File: src/rtl/rcd_pkg.sv
// ----------------------------------------------------------------------------
// rcd_pkg
// Types, codes and constants shared by the rotary encoder click decoder.
// ----------------------------------------------------------------------------
package rcd_pkg;

	// Width of the internal step accumulator; the reported count is 16 bits.
	localparam int COUNT_WIDTH = 16;

	localparam int CFG_INDEX_W = 1;
	localparam int CFG_DATA_W  = 16;

	localparam logic [CFG_INDEX_W-1:0] REG_LONG_PRESS    = 1'd0;
	localparam logic [CFG_INDEX_W-1:0] REG_DOUBLE_WINDOW = 1'd1;

	localparam logic [15:0] LONG_PRESS_RESET    = 16'd1000;
	localparam logic [15:0] DOUBLE_WINDOW_RESET = 16'd300;

	localparam logic [1:0] FUNC_SAMPLE     = 2'd0;
	localparam logic [1:0] FUNC_READ_COUNT = 2'd1;
	localparam logic [1:0] FUNC_READ_EVENT = 2'd2;

	localparam logic [1:0] EV_NONE   = 2'd0;
	localparam logic [1:0] EV_SINGLE = 2'd1;
	localparam logic [1:0] EV_DOUBLE = 2'd2;
	localparam logic [1:0] EV_LONG   = 2'd3;

	typedef struct packed {
		logic [1:0]  func;
		logic        data_level;
		logic        clock_level;
		logic        button_level;
		logic [31:0] now_ms;
	} req_t;

	typedef struct packed {
		logic signed [15:0] step_count;
		logic [1:0]         button_event;
	} rsp_t;

	// Per-transaction control from the top level to the button machine.
	typedef struct packed {
		logic sample;
		logic read_event;
	} btn_ctrl_t;

endpackage

File: src/rtl/rcd_button.sv
// ----------------------------------------------------------------------------
// rcd_button
// Four-phase button machine that times each press and records click events.
// ----------------------------------------------------------------------------
module rcd_button (
	input  logic              clk,
	input  logic              arst_n,
	input  rcd_pkg::btn_ctrl_t ctrl,
	input  logic              button_level,
	input  logic [31:0]       now_ms,
	input  logic [15:0]       long_press_ms,
	input  logic [15:0]       double_window_ms,
	output logic [1:0]        event_code
);
	import rcd_pkg::*;

	localparam logic [1:0] PH_IDLE    = 2'd0;
	localparam logic [1:0] PH_PRESSED = 2'd1;
	localparam logic [1:0] PH_WAIT2   = 2'd2;
	localparam logic [1:0] PH_HOLD    = 2'd3;

	logic [1:0]  phase_q, phase_d;
	logic [31:0] stamp_q, stamp_d;
	logic [1:0]  event_q, event_d;
	logic [31:0] elapsed;
	logic [31:0] long_ext, window_ext;

	assign long_ext   = {16'd0, long_press_ms};
	assign window_ext = {16'd0, double_window_ms};

	// The phases are visited in order, so one sample may pass through several.
	always_comb begin
		phase_d = phase_q;
		stamp_d = stamp_q;
		event_d = event_q;
		if (phase_d == PH_IDLE && !button_level) begin
			stamp_d = now_ms;
			phase_d = PH_PRESSED;
		end
		elapsed = now_ms - stamp_d;
		if (phase_d == PH_PRESSED) begin
			if (elapsed < long_ext && button_level) begin
				phase_d = PH_WAIT2;
			end else if (elapsed > long_ext) begin
				phase_d = PH_HOLD;
				event_d = EV_LONG;
			end
		end
		if (phase_d == PH_WAIT2) begin
			if (elapsed > window_ext) begin
				phase_d = PH_HOLD;
				event_d = EV_SINGLE;
			end else if (!button_level) begin
				phase_d = PH_HOLD;
				event_d = EV_DOUBLE;
			end
		end
		if (phase_d == PH_HOLD && button_level) begin
			phase_d = PH_IDLE;
		end
	end

	always_ff @(posedge clk or negedge arst_n) begin
		if (!arst_n) begin
			phase_q <= PH_IDLE;
			stamp_q <= '0;
			event_q <= EV_NONE;
		end else if (ctrl.sample) begin
			phase_q <= phase_d;
			stamp_q <= stamp_d;
			event_q <= event_d;
		end else if (ctrl.read_event) begin
			event_q <= EV_NONE;
		end
	end

	assign event_code = event_q;

	a_read_clears: assert property (@(posedge clk) disable iff (!arst_n)
		ctrl.read_event && !ctrl.sample |=> event_q == EV_NONE)
		else $error("button event not cleared after read");

	a_idle_released: assert property (@(posedge clk) disable iff (!arst_n)
		ctrl.sample && phase_q == PH_IDLE && button_level |=> phase_q == PH_IDLE)
		else $error("button phase left idle without a press");

	a_event_needs_sample: assert property (@(posedge clk) disable iff (!arst_n)
		!ctrl.sample && event_q == EV_NONE |=> event_q == EV_NONE)
		else $error("button event appeared without a sample");

endmodule

File: src/rtl/rotary_encoder_click_decoder.sv
// ----------------------------------------------------------------------------
// rotary_encoder_click_decoder
// Quadrature encoder step counter with single, double and long press detect.
// ----------------------------------------------------------------------------
// Pipeline: a request is held in the input register once accepted, and its
// response is loaded into the response register when that register is free.
// Throughput: one transaction per cycle while rsp_stall does not hold a full
// output, a figure set by the state update of counter and button machine on each advance.
// Reset: arst_n clears valid flags, arming, counts and events; registers go to 1000/300.
module rotary_encoder_click_decoder (
	input  logic                            clk,
	input  logic                            arst_n,
	input  logic                            req_valid,
	output logic                            req_stall,
	input  rcd_pkg::req_t                   req,
	output logic                            rsp_valid,
	input  logic                            rsp_stall,
	output rcd_pkg::rsp_t                   rsp,
	input  logic                            cfg_valid,
	output logic                            cfg_ready,
	input  logic [rcd_pkg::CFG_INDEX_W-1:0] cfg_index,
	input  logic [rcd_pkg::CFG_DATA_W-1:0]  cfg_data
);
	import rcd_pkg::*;

	localparam logic signed [COUNT_WIDTH-1:0] CNT_MAX = {1'b0, {(COUNT_WIDTH-1){1'b1}}};
	localparam logic signed [COUNT_WIDTH-1:0] CNT_MIN = {1'b1, {(COUNT_WIDTH-1){1'b0}}};
	localparam logic signed [COUNT_WIDTH-1:0] CNT_ONE = {{(COUNT_WIDTH-1){1'b0}}, 1'b1};

	logic        valid_s1;
	req_t        req_s1;
	logic        valid_s2;
	rsp_t        rsp_s2;
	logic        s2_free, advance;
	logic [15:0] long_press_q, double_window_q;

	logic                          data_armed_q, clock_armed_q;
	logic                          data_armed_d, clock_armed_d;
	logic signed [COUNT_WIDTH-1:0] acc_q, acc_mid, acc_d;
	logic                          data_fire, clock_fire;
	logic [1:0]                    event_code;
	btn_ctrl_t                     btn_ctrl;
	rsp_t                          rsp_d;

	function automatic logic signed [COUNT_WIDTH-1:0] step_sat(
		input logic signed [COUNT_WIDTH-1:0] v,
		input logic                          en,
		input logic                          up
	);
		logic signed [COUNT_WIDTH-1:0] r;
		r = v;
		if (en) begin
			if (up) begin
				if (v != CNT_MAX) r = v + CNT_ONE;
			end else begin
				if (v != CNT_MIN) r = v - CNT_ONE;
			end
		end
		return r;
	endfunction

	assign s2_free   = !valid_s2 || !rsp_stall;
	assign advance   = valid_s1 && s2_free;
	assign req_stall = valid_s1 && !s2_free;
	assign cfg_ready = 1'b1;

	always_ff @(posedge clk or negedge arst_n) begin
		if (!arst_n) begin
			long_press_q    <= LONG_PRESS_RESET;
			double_window_q <= DOUBLE_WINDOW_RESET;
		end else if (cfg_valid && cfg_ready) begin
			case (cfg_index)
				REG_LONG_PRESS:    long_press_q <= cfg_data;
				REG_DOUBLE_WINDOW: double_window_q <= cfg_data;
				default: ;
			endcase
		end
	end

	always_ff @(posedge clk or negedge arst_n) begin
		if (!arst_n) begin
			valid_s1 <= 1'b0;
		end else if (!req_stall) begin
			valid_s1 <= req_valid;
		end
	end

	always_ff @(posedge clk) begin
		if (req_valid && !req_stall) req_s1 <= req;
	end

	// Data edge first; the clock edge then sees the updated data arming.
	always_comb begin
		data_fire     = data_armed_q && !req_s1.data_level;
		data_armed_d  = data_fire ? 1'b0 : data_armed_q;
		acc_mid       = step_sat(acc_q, data_fire, !clock_armed_q);
		clock_fire    = clock_armed_q && !req_s1.clock_level;
		clock_armed_d = clock_fire ? 1'b0 : clock_armed_q;
		acc_d         = step_sat(acc_mid, clock_fire, data_armed_d);
		if (req_s1.data_level && req_s1.clock_level) begin
			data_armed_d  = 1'b1;
			clock_armed_d = 1'b1;
		end
	end

	assign btn_ctrl.sample     = advance && req_s1.func == FUNC_SAMPLE;
	assign btn_ctrl.read_event = advance && req_s1.func == FUNC_READ_EVENT;

	rcd_button u_button (
		.clk              (clk),
		.arst_n           (arst_n),
		.ctrl             (btn_ctrl),
		.button_level     (req_s1.button_level),
		.now_ms           (req_s1.now_ms),
		.long_press_ms    (long_press_q),
		.double_window_ms (double_window_q),
		.event_code       (event_code)
	);

	always_ff @(posedge clk or negedge arst_n) begin
		if (!arst_n) begin
			data_armed_q  <= 1'b0;
			clock_armed_q <= 1'b0;
			acc_q         <= '0;
		end else if (advance) begin
			case (req_s1.func)
				FUNC_SAMPLE: begin
					data_armed_q  <= data_armed_d;
					clock_armed_q <= clock_armed_d;
					acc_q         <= acc_d;
				end
				FUNC_READ_COUNT: acc_q <= '0;
				default: ;
			endcase
		end
	end

	always_comb begin
		rsp_d = '0;
		case (req_s1.func)
			FUNC_READ_COUNT: rsp_d.step_count = 16'(acc_q);
			FUNC_READ_EVENT: rsp_d.button_event = event_code;
			default: ;
		endcase
	end

	always_ff @(posedge clk or negedge arst_n) begin
		if (!arst_n) begin
			valid_s2 <= 1'b0;
		end else if (s2_free) begin
			valid_s2 <= valid_s1;
		end
	end

	always_ff @(posedge clk) begin
		if (advance) rsp_s2 <= rsp_d;
	end

	assign rsp_valid = valid_s2;
	assign rsp       = rsp_s2;

	a_stall_needs_item: assert property (@(posedge clk) disable iff (!arst_n)
		req_stall |-> valid_s1 && valid_s2 && rsp_stall)
		else $error("request stalled with room in the pipeline");

	a_count_cleared: assert property (@(posedge clk) disable iff (!arst_n)
		advance && req_s1.func == FUNC_READ_COUNT |=> acc_q == '0)
		else $error("step count not cleared after read");

	a_sample_rsp_zero: assert property (@(posedge clk) disable iff (!arst_n)
		advance && req_s1.func == FUNC_SAMPLE |=> rsp_valid && rsp == '0)
		else $error("sample transaction gave a nonzero response");

	a_count_rsp_only: assert property (@(posedge clk) disable iff (!arst_n)
		advance && req_s1.func != FUNC_READ_COUNT |=> rsp.step_count == '0)
		else $error("step count reported on a non-count transaction");

endmodule

File: config.mk
export PLATFORM = sky130hd
export DESIGN_NAME = rotary_encoder_click_decoder
export DESIGN_NICKNAME = d
export VERILOG_FILES = /design/src/rtl/rcd_pkg.sv /design/src/rtl/rcd_button.sv /design/src/rtl/rotary_encoder_click_decoder.sv
export SDC_FILE = /design/constraint.sdc
export NUM_CORES = 1
export LEC_CHECK = 0
export BUFFER_PORTS_ARGS = -buffer_cell sky130_fd_sc_hd__buf_2
export CAP_MARGIN = 40
export CORE_MARGIN = 1.5
export CORE_UTILIZATION = 68
export CTS_BUF_LIST = sky130_fd_sc_hd__clkbuf_8
export DETAILED_ROUTE_END_ITERATION = 7
export PLACE_DENSITY = 0.89
export SETUP_SLACK_MARGIN = 0.3
export SLEW_MARGIN = 20
export SYNTH_ARGS = -nofsm -noshare
export SYNTH_HDL_FRONTEND = slang
export SYNTH_SLANG_ARGS = --single-unit
File: constraint.sdc
create_clock -name clk -period 12.6 [get_ports clk]
set_clock_uncertainty 0.15 [all_clocks]
set_input_delay 2.52 -clock clk [delete_from_list [all_inputs] [get_ports clk]]
set_output_delay 2.52 -clock clk [all_outputs]
set_load 0.01 [all_outputs]
==> impl_metrics.env <==
export IMPL_layout_commonest_cell="nand2_1"
export IMPL_wire_per_inst_um=17.9
export IMPL_finalNetCount=1292
export IMPL_synth_edf_count=55
export IMPL_pin_count=80
export IMPL_cp_end_kind="flop"
export IMPL_syn_inst=1114
export IMPL_antenna_left=0
export IMPL_h_tree_depth=4
export IMPL_synth_seq_cells=143
export IMPL_crit_top_cell="a21oi_1"
export IMPL_setup_ws_ns=6.59
export IMPL_grt_first_pass_wirelength_um=41200
export IMPL_antenna_found_initial=0
export IMPL_cts_resized=0
export IMPL_intPower_mw=1.37
export IMPL_die_x_um=126
export IMPL_whs_ns=0.327
export IMPL_finalSetupTns_ns=0
export IMPL_area_growth_pct=8.59
export IMPL_slew_viol_final=0
export IMPL_min_from="valid_s1$_DFFE_PN0N_"
export IMPL_async_flop_share_pct=61.5
export IMPL_gp_congestion=0.971
export IMPL_place_area_sq_mm=0.0107
export IMPL_numCtsBuffers=17
export IMPL_cp_max_fo=14
export IMPL_r2r_slack_ns=6.59
export IMPL_clockBufferDepth=2
export IMPL_drive_above_1_share_pct=16.3
export IMPL_power_switching_mw=1.19
export IMPL_reg2reg_depth=22
export IMPL_critPathBufInv=0
export IMPL_antenna_cells=0
export IMPL_hold_violations=0
export IMPL_post_route_period_util_pct=47.7
export IMPL_vias=8868
export IMPL_cts_tree="done"
export IMPL_rsz0062_at_grt="no"
export IMPL_cts_root_buf="clkbuf_8"
export IMPL_cap_violations=0
export IMPL_fp_coreArea_sq_mm=0.0146
export IMPL_post_cts_buffers=0
export IMPL_die_h_um=126
export IMPL_fin_cells=1363
export IMPL_ys_warn_count=0
export IMPL_dp_hpwl_um=18200
export IMPL_mostFrequentLayoutCells="124 x nand2_1, 78 x dfrtp_1, 77 x buf_2"
export IMPL_dp_cells=1329
export IMPL_p_sw_share_pct=46.4
export IMPL_core_rowCount=44
export IMPL_syn_nets=1240
export IMPL_fin_area_sq_mm=0.0112
export IMPL_cts_clk_slew_worst_paths_ns=0.08
export IMPL_initial_core_util_pct=70.1
export IMPL_status="complete, but fails checks"
export IMPL_timing_final_crit_period_ns=6.01
export IMPL_hold_buffers=0
export IMPL_pre_cts_slack_ns=6.74
export IMPL_yosysSeqAreaShare_pct=37.6
export IMPL_drc=3
export IMPL_min_to="rsp_valid$_DFFE_PN0N_"
export IMPL_grt_total_usage_pct=32.2
export IMPL_rr_startpoint="u_button.phase_q[0]$_DFFE_PN0P_"
export IMPL_arrival_ns=6.21
export IMPL_cts_sinks=143
export IMPL_drt_iter0_markers=729
export IMPL_worstPathRequired_ns=12.80
export IMPL_startpoint_type="flop"
export IMPL_grt_overflow_total=0
export IMPL_slowest_delay_ns=0.65
export IMPL_grt_max_degree=70
export IMPL_p_clk_share_pct=14.3
export IMPL_total_leakage_power_nw=4.66
export IMPL_combPwrFrac_pct=58.0
export IMPL_tightest_slew_ns=0.805
export IMPL_grt_pass1_vias=8681
export IMPL_worstSkewPairLatency_ns=0.48
export IMPL_finalSetupViolCount=0
export IMPL_relSlewSlack_pct=46.2
export IMPL_seq_power_share_pct=27.7
export IMPL_r2r_end="u_button.event_code[1]$_DFFE_PN0P_"
export IMPL_syn_avg_cell_area_sq_um=9.22
export IMPL_synthFlopType="dfrtp_1"
export IMPL_violations="DRC"
export IMPL_crit_chain="or3_1 > nand2_1 > o21ai_0 > ha_1 > fa_1 > nand2b_1 > a21oi_1 > a41o_1 > o21ai_0 > a21oi_1 > a21oi_1 > o21a_1 > ha_1 > nand4_1 > nor2_1 > nand3_1 > or3b_2 > a221oi_1 > or3_1 > nor4_2 > o22ai_1 > a211oi_1"
export IMPL_slowest_stage="or3_1"
export IMPL_ir_worst_vdd_v=0.000176
export IMPL_powerDensity_mw_per_mm2=229
export IMPL_ys_types=96
export IMPL_critical_path_top_delay_family="compound AO/OA/AOI/OAI gates"
export IMPL_vias_per_cell=6.51
export IMPL_io_buffers=78
export IMPL_die_area_sq_mm=0.0158
export IMPL_max_freq_ghz=0.166
export IMPL_drtPass1Iterations=8
export IMPL_hold_path_class="reg -> reg"
export IMPL_syn_cell_area_sq_mm=0.0103
export IMPL_hold_depth=1
export IMPL_wirelength_um=24400
export IMPL_path_class="reg -> reg"
[registers in the layout, summed over array words and instances, names as in the netlist]
register             cells
data_armed_q             1
long_press_q            16
rsp_valid                1
req_s1                  37
u_button.stamp_q        32
rsp                     18
acc_q                   16
clock_armed_q            1
valid_s1                 1
double_window_q         16
u_button.event_code      2
u_button.phase_q         2
[per-stage QoR]
| stage | total power [mW] | utilization, % |
|---|---|---|
| finish | 2.56 | 76.2 |
| global route | 2.75 | 76.2 |
| CTS | 2.52 | 76.0 |
| detailed placement | 2.14 | 73.3 |
| global placement | 2.10 | 72.9 |
| floorplan | 1.83 | - |
[metal layers]
| layer | vias up | wire length [um] | global-route usage (%) |
|---|---|---|---|
| li1 | 4195 | - | - |
| met1 | 4215 | 10600 | 42.5 |
| met2 | 382 | 11400 | 51.9 |
| met3 | 76 | 1750 | 7.18 |
| met4 | 0 | 630 | 13.2 |
| met5 | - | 0 | 0.619 |
[worst reg2reg max path: stages (launching register included)]
cell and delay [ns]:
dfrtp_1 0.49, or3_1 0.65, nand2_1 0.16, o21ai_0 0.12, ha_1 0.25, fa_1 0.40, nand2b_1 0.16, a21oi_1 0.27
a41o_1 0.35, o21ai_0 0.13, a21oi_1 0.27, a21oi_1 0.15, o21a_1 0.23, ha_1 0.30, nand4_1 0.08, nor2_1 0.15
nand3_1 0.12, or3b_2 0.49, a221oi_1 0.45, or3_1 0.18, nor4_2 0.05, o22ai_1 0.19, a211oi_1 0.11
[worst max-delay path by stage]
| stage | cells past startpoint | end | from | slack, ns |
|---|---|---|---|---|
| after floorplan | 2 | req_stall | rsp_stall | 7.23 |
| after global placement | 22 | u_button.event_code[1]$_DFFE_PN0P_ | req_s1[32]$_DFFE_PP_ | 6.99 |
| after detailed placement | 22 | u_button.event_code[1]$_DFFE_PN0P_ | req_s1[32]$_DFFE_PP_ | 6.74 |
| after CTS | 22 | u_button.event_code[1]$_DFFE_PN0P_ | req_s1[32]$_DFFE_PP_ | 6.66 |
| after global routing | 22 | u_button.phase_q[1]$_DFFE_PN0P_ | u_button.phase_q[0]$_DFFE_PN0P_ | 6.21 |
| final | 22 | u_button.event_code[1]$_DFFE_PN0P_ | u_button.phase_q[0]$_DFFE_PN0P_ | 6.59 |
[cells in the mapped netlist (11+ instances only)]
master      n  area [sq um]
mux2i_1    27           270
o211ai_1   11          82.6
o21ai_1    20           100
nor3_1     29           145
a21o_1     22           165
xnor2_1    30           263
a21oi_1    53           265
nor4_1     16           100
nand3_1    35           175
nand4_1    16           100
nand2b_1   25           156
or3_1      15          93.8
a211oi_1   13          97.6
nand2_1   124           465
nor2_1     53           199
edfxtp_1   55          1650
clkbuf_1   33           124
ha_1       66           826
o21a_1     12          90.1
dfrtp_1    78          1950
and2_1     27           169
o21ai_0    76           380
inv_1      54           203
xor2_1     18           158
mux2_2     22           248
[power by group through the flow]
stage / Sequential, mW / Combinational (mW) / Clock, mW
final: 0.708 / 1.48 / 0.365
after global routing: 0.723 / 1.64 / 0.387
after CTS: 0.704 / 1.45 / 0.370
after detailed placement: 0.713 / 1.43 / 0
after global placement: 0.706 / 1.39 / 0
after floorplan: 0.653 / 1.17 / 0
[cell families after synthesis]
kind of cell               share of synthesized area [%]
DFF                                                 37.6
other                                             0.0365
buffers and inverters                               4.52
AOI/OAI and AO/OA                                   18.2
xor gates and xnor gates                            4.09
and+or+nand+nor                                     21.8
adders and majority gates                           8.63
muxes                                               5.04
[final cells by class]
type	count	area (sq um)
clock inverter	14	141
tap	184	230
inverter	55	206
sequential	143	3870
timing repair buffer	87	508
clock buffer	18	248
fill	1041	3490
multi-input combinational	862	5950
No activity file was read; power rests on OpenSTA's default activity.
